<file path="src/design/mexp_pkg.sv">
// Shared types and constants for the modular exponentiation block.
package mexp_pkg;

  // Field widths
  localparam int BASE_BITS = 31;
  localparam int EXP_BITS  = 31;
  localparam int MOD_BITS  = 27;

  // Multiplier operand B is wide enough for the raw base as well as a residue
  localparam int OPB_BITS  = (BASE_BITS > MOD_BITS) ? BASE_BITS : MOD_BITS;
  localparam int CNT_BITS  = $clog2(OPB_BITS + 1);

  typedef logic [MOD_BITS-1:0]  mod_t;
  typedef logic [OPB_BITS-1:0]  opb_t;
  typedef logic [EXP_BITS-1:0]  exp_t;
  typedef logic [CNT_BITS-1:0]  cnt_t;

  localparam mod_t MODULUS_RESET = MOD_BITS'(100000007);

  // Request to the shared modular multiplier
  typedef struct packed {
    logic start;
    mod_t a;      // multiplicand, below the modulus
    opb_t b;      // multiplier, MSB-aligned to bit OPB_BITS-1
    cnt_t steps;  // number of multiplier bits to scan
    mod_t m;      // modulus
  } mul_req_t;

  // Status back from the multiplier
  typedef struct packed {
    logic done;   // one-cycle pulse, result valid
    mod_t result;
  } mul_stat_t;

endpackage

</file>
<file path="src/design/mexp_mulmod.sv">
// Bit-serial interleaved modular multiplier: one multiplier bit per cycle.
module mexp_mulmod (
  input  logic                clk,
  input  logic                rst,
  input  mexp_pkg::mul_req_t  req,
  output mexp_pkg::mul_stat_t stat
);

  logic                         busy;
  logic                         done;
  mexp_pkg::mod_t               r;
  mexp_pkg::mod_t               a;
  mexp_pkg::mod_t               m;
  mexp_pkg::opb_t               bsh;
  mexp_pkg::cnt_t               cnt;

  logic [mexp_pkg::MOD_BITS:0]  dbl;
  logic [mexp_pkg::MOD_BITS:0]  m_ext;
  mexp_pkg::mod_t               r2;
  logic [mexp_pkg::MOD_BITS:0]  sum;
  mexp_pkg::mod_t               r_next;

  // One step: r = (2r + bit*a) mod m, each half with one conditional subtract
  always_comb begin
    m_ext = {1'b0, m};
    dbl   = {r, 1'b0};
    r2    = (dbl >= m_ext) ? mexp_pkg::MOD_BITS'(dbl - m_ext)
                           : mexp_pkg::MOD_BITS'(dbl);
    sum   = {1'b0, r2} + (bsh[mexp_pkg::OPB_BITS-1] ? {1'b0, a}
                                                    : {(mexp_pkg::MOD_BITS+1){1'b0}});
    r_next = (sum >= m_ext) ? mexp_pkg::MOD_BITS'(sum - m_ext)
                            : mexp_pkg::MOD_BITS'(sum);
  end

  // Sequencing of the bit steps
  always_ff @(posedge clk) begin
    if (rst) begin
      busy <= 1'b0;
      done <= 1'b0;
    end else begin
      done <= 1'b0;
      if (req.start) begin
        busy <= 1'b1;
        r    <= '0;
        a    <= req.a;
        m    <= req.m;
        bsh  <= req.b;
        cnt  <= req.steps;
      end else if (busy) begin
        r   <= r_next;
        bsh <= {bsh[mexp_pkg::OPB_BITS-2:0], 1'b0};
        cnt <= cnt - mexp_pkg::CNT_BITS'(1);
        if (cnt == mexp_pkg::CNT_BITS'(1)) begin
          busy <= 1'b0;
          done <= 1'b1;
        end
      end
    end
  end

  assign stat.done   = done;
  assign stat.result = r;

endmodule

</file>
<file path="src/design/modular_exponentiation.sv">
// Top level: square-and-multiply sequencer around a shared modular multiplier.
//
// Usage: a request on the input channel (in_valid/in_ready) carries base and
// exponent; exactly one result, power_mod = base^exponent mod modulus, leaves
// on the output channel (out_valid/out_ready). Both channels take a request
// at a clock edge where valid and ready are both high.
// The user must write the modulus register (modulus_wr_en/modulus_wr_data)
// only while the block is idle; this is not enforced. Reset loads 100000007.
// Work is one request at a time: in_ready is high only when idle.
// Operation: the base is first reduced by a 31-step multiplier pass, then each
// exponent bit below the highest set one costs a squaring and each set bit a
// multiply, each a 27-step multiplier pass with sequencing between passes.
// Worst case (all 31 exponent bits set) is 61 products from accept to
// out_valid; exponent zero takes only the reduction pass, and a modulus below
// two none. With a ready receiver the block returns to idle once the result
// is taken and can then accept the next request.
// A stalled receiver holds power_mod and out_valid until taken; no new
// request is accepted until then. Synchronous reset (rst) clears the
// sequencer and drops out_valid.
module modular_exponentiation (
  input  logic                                clk,
  input  logic                                rst,
  input  logic                                in_valid,
  output logic                                in_ready,
  input  logic [mexp_pkg::BASE_BITS-1:0]      base,
  input  logic [mexp_pkg::EXP_BITS-1:0]       exponent,
  output logic                                out_valid,
  input  logic                                out_ready,
  output logic [mexp_pkg::MOD_BITS-1:0]       power_mod,
  input  logic                                modulus_wr_en,
  input  logic [mexp_pkg::MOD_BITS-1:0]       modulus_wr_data
);

  typedef enum logic [2:0] {
    ST_IDLE,
    ST_RED,
    ST_CHECK,
    ST_MUL,
    ST_SQR,
    ST_DONE
  } state_t;

  localparam int ALIGN = mexp_pkg::OPB_BITS - mexp_pkg::MOD_BITS;

  state_t              state;
  mexp_pkg::mod_t      modulus;
  mexp_pkg::mod_t      m_cur;
  mexp_pkg::mod_t      acc;
  mexp_pkg::mod_t      sq;
  mexp_pkg::exp_t      e;
  mexp_pkg::mul_req_t  req;
  mexp_pkg::mul_stat_t stat;

  // Configuration register
  always_ff @(posedge clk) begin
    if (rst) begin
      modulus <= mexp_pkg::MODULUS_RESET;
    end else if (modulus_wr_en) begin
      modulus <= modulus_wr_data;
    end
  end

  // Shared modular multiplier
  mexp_mulmod u_mulmod (
    .clk  (clk),
    .rst  (rst),
    .req  (req),
    .stat (stat)
  );

  // Sequencer: state, operands and output register
  always_ff @(posedge clk) begin
    if (rst) begin
      state     <= ST_IDLE;
      out_valid <= 1'b0;
      req.start <= 1'b0;
    end else begin
      req.start <= 1'b0;
      case (state)
        ST_IDLE: begin
          if (in_valid) begin
            m_cur <= modulus;
            e     <= exponent;
            if (modulus < mexp_pkg::MOD_BITS'(2)) begin
              power_mod <= '0;
              out_valid <= 1'b1;
              state     <= ST_DONE;
            end else begin
              // reduce the base: 1 * base mod m
              req.start <= 1'b1;
              req.a     <= mexp_pkg::MOD_BITS'(1);
              req.b     <= mexp_pkg::OPB_BITS'(base);
              req.steps <= mexp_pkg::CNT_BITS'(mexp_pkg::BASE_BITS);
              req.m     <= modulus;
              state     <= ST_RED;
            end
          end
        end
        ST_RED: begin
          if (stat.done) begin
            sq    <= stat.result;
            acc   <= mexp_pkg::MOD_BITS'(1);
            state <= ST_CHECK;
          end
        end
        ST_CHECK: begin
          req.steps <= mexp_pkg::CNT_BITS'(mexp_pkg::MOD_BITS);
          req.m     <= m_cur;
          req.b     <= mexp_pkg::OPB_BITS'(sq) << ALIGN;
          if (e == '0) begin
            power_mod <= acc;
            out_valid <= 1'b1;
            state     <= ST_DONE;
          end else if (e[0]) begin
            req.start <= 1'b1;
            req.a     <= acc;
            state     <= ST_MUL;
          end else begin
            req.start <= 1'b1;
            req.a     <= sq;
            state     <= ST_SQR;
          end
        end
        ST_MUL: begin
          if (stat.done) begin
            acc   <= stat.result;
            e[0]  <= 1'b0;
            state <= ST_CHECK;
          end
        end
        ST_SQR: begin
          if (stat.done) begin
            sq    <= stat.result;
            e     <= e >> 1;
            state <= ST_CHECK;
          end
        end
        ST_DONE: begin
          if (out_ready) begin
            out_valid <= 1'b0;
            state     <= ST_IDLE;
          end
        end
        default: begin
          state <= ST_IDLE;
        end
      endcase
    end
  end

  assign in_ready = (state == ST_IDLE);

endmodule

</file>
<file path="config.mk">
export PLATFORM = sky130hd
export DESIGN_NAME = modular_exponentiation
export DESIGN_NICKNAME = d
export VERILOG_FILES = /design/src/design/mexp_pkg.sv /design/src/design/mexp_mulmod.sv /design/src/design/modular_exponentiation.sv
export SDC_FILE = /design/constraint.sdc
export NUM_CORES = 1
export LEC_CHECK = 0
export BUFFER_PORTS_ARGS = -buffer_cell sky130_fd_sc_hd__clkbuf_2
export CAP_MARGIN = 30
export CELL_PAD_IN_SITES_DETAIL_PLACEMENT = 0
export CELL_PAD_IN_SITES_GLOBAL_PLACEMENT = 1
export CORE_AREA = 2 2 200 202
export CTS_CLUSTER_DIAMETER = 30
export DETAILED_ROUTE_END_ITERATION = 7
export DIE_AREA = 0 0 202 204
export HOLD_SLACK_MARGIN = 0.08
export PLACE_DENSITY_LB_ADDON = 0.05
export SLEW_MARGIN = 20
export SYNTH_ARGS = -nofsm -noshare
export SYNTH_HDL_FRONTEND = slang
export SYNTH_SLANG_ARGS = --single-unit
</file>
<file path="constraint.sdc">
create_clock -name clk -period 9.9 [get_ports clk]
set_clock_uncertainty 0.1 [all_clocks]
set_input_delay 0.99 -clock clk [delete_from_list [all_inputs] [get_ports clk]]
set_output_delay 0.99 -clock clk [all_outputs]
set_load 0.05 [all_outputs]
</file>
==> impl_metrics.ini <==
[worst_setup_path]
crit_arrival_ps = 8210
worstSetupPathType = flip-flop to flip-flop
required_ps = 10100
reg2reg_slack_ps = 1900
slowest_stage = and2b_4
path_buf_inv = 1
critPathMaxFanout = 30
crit_family = compound AO/OA/AOI/OAI gates
r2r_start = u_mulmod.m[0]
critPathCaptureType = flip-flop
reg2reg_to = u_mulmod.r[25]
slowest_delay_ps = 670
r2r_cells = 29
startpoint_type = flip-flop

[clock_tree]
postCtsSetupRepairBufs = 0
clock-root-buffer = clkbuf_16
clkTransAtPathRegs_ps = 50
cts_resized = 0
insertion_delay_ps = 600
htreeDepth = 3
numCtsBuffers = 83
cts_hold_buf = 0
cts_tree = done
cts.sinks = 377
clk_path_buf_depth = 3

[sta]
setup_violations = 0
layout_min_cycle_time_ps = 8000
setup_tns_ps = 0
rsz0062_at_grt = false
worst_pin_slew_ps = 929
period_share = 0.808
fmax_ghz = 0.125
hold_violations = 0
max_slew_margin = 0.381
slew_violations = 0
fin_ws_ps = 1900

[final_layout]
multi_input_area_um2 = 7860
antenna_cells = 0
layout_commonest_cell = edfxtp_1
drive_gt1_frac = 0.204
syn_to_final_growth_pct = 21.1
layout.nets = 1931
fillers = 3186
final_cell_mix = 343 x edfxtp_1, 149 x nor2_1, 122 x clkbuf_2
seqCellArea_um2 = 11000

[logic_synthesis]
yosysSeqAreaShare = 0.569
synth_top_family_by_area = simple AND/OR/NAND/NOR gates
synth_compound_area_frac = 0.120
ys_ff_latch = 377
synth_fa_ha_area_frac = 0.0576
syn_avg_cell_area_um2 = 12.1
synth_mux_area_frac = 0.0721
synthDistinctLibCells = 79
synth_area_um2 = 19300
synth.net_count = 1774
synth_edf_count = 343
yosys_warnings = 0
yosys.area_share.simple = 0.122
synthCells = 1593
yosys.area_share.xor_xnor = 0.0318
synth-main-ff-cell = edfxtp_1
synthArstFlopShare = 0

[grt]
grt_pass1_wl_um = 74900
first_global_vias = 13100
grt_max_degree = 62
grt.overflow.total = 0
antenna_found_initial = 0
grt_util_all_layers = 0.239

[flow_run]
cap_violations = 0

[detailed_routing]
num_vias = 13000
viasPerCell = 5.54
drt_iter0_markers = 910
drc = 0
drtAntennaViolNets = 0
drt_wl_total_um = 48400
avgRoutedWirePerCell_um = 20.6
firstDrtPassIters = 5

[placed_design]
port_buffers = 122
dp_slack_ps = 1970
dp_hpwl_um = 34600
finalWeightedCongestion = 0.895

[min_path]
min_from = req[66]
whs_endpoint = u_mulmod.a[3]
min_delay_path_depth = 0
hp-class = flip-flop to flip-flop

[floorplanning]
placementRows = 73
core-area_um2 = 39200
dieWidth_um = 202
start_util = 0.492
die_y_um = 204
ios = 123
die_area_um2 = 41200

[outcome]
outcome = completed
synth_stat cells, drive strengths merged (26+ instances only):
cell,n,share of area
edfxtp,343,0.53
nor2,153,0.030
a21oi,103,0.027
mux2,87,0.051
ha,84,0.054
nand2,84,0.016
and2,68,0.022
clkbuf,59,0.011
a22o,56,0.025
inv,53,0.010
o21ai,51,0.013
xnor2,45,0.020
mux2i,41,0.021
and3,36,0.012
dfxtp,34,0.035
a21o,26,0.010
nor2b,26,0.0084
flip-flops by register name (all words and copies together) (netlist names):
| register | cells |
|---|---|
| acc | 27 |
| e | 31 |
| m_cur | 27 |
| modulus | 27 |
| out_valid | 1 |
| power_mod | 27 |
| req | 88 |
| sq | 27 |
| state | 3 |
| u_mulmod.a | 27 |
| u_mulmod.bsh | 31 |
| u_mulmod.busy | 1 |
| u_mulmod.cnt | 5 |
| u_mulmod.done | 1 |
| u_mulmod.m | 27 |
| u_mulmod.r | 27 |
area by class of cell:
| type | instances | share of cell area |
|---|---|---|
| sequential | 377 | 0.470 |
| clock buffer | 109 | 0.0984 |
| multi-input combinational | 1089 | 0.337 |
| inverter | 55 | 0.00889 |
| timing repair buffer | 144 | 0.0349 |
| tap | 525 | 0.0281 |
| clock inverter | 43 | 0.0230 |
routing by layer:
metal,global-route usage,part of all wire
met5,0,0
met4,0.0856,0.027
met3,0.0475,0.050
met2,0.410,0.49
met1,0.303,0.43
kinds of logic (layout without fill, tap and decap cells):
kind of cell               after synthesis  count (layout)
AOI/OAI and AO/OA                      334             334
xor gates and xnor gates                70              70
adders and majority gates               87              87
buffers and inverters                  127             351
DFF                                    377             377
muxes                                  128             128
and+or+nand+nor                        470             470
through the flow:
stage / cell area [um2] / instances / hold slack (ps) / utilization
after CTS: 23400 / 2342 / 304 / 0.596
after detailed placement: 20500 / 2190 / 305 / 0.524
after global routing: 23400 / 2342 / 311 / 0.596
final: 23400 / 2342 / 307 / 0.596
after floorplan: 19300 / 1593 / 300 / -
after global placement: 20500 / 2188 / 301 / 0.522
how the worst max path moves through the flow:
| stage | from | endpoint | slack, ps | cells past startpoint |
|---|---|---|---|---|
| 2_1_floorplan | state[0] | req[63] | 1190 | 4 |
| 3_3_place_gp | u_mulmod.r[0] | u_mulmod.r[6] | 1770 | 29 |
| 3_5_place_dp | u_mulmod.m[0] | u_mulmod.r[25] | 1970 | 29 |
| 4_1_cts | u_mulmod.m[0] | u_mulmod.r[25] | 1930 | 29 |
| 5_1_grt | u_mulmod.m[0] | u_mulmod.r[24] | 1370 | 29 |
| 6_report | u_mulmod.m[0] | u_mulmod.r[25] | 1900 | 29 |
Power is not shown: default switching activity piles up to over one toggle a cycle in this logic, so the estimate is an artifact.
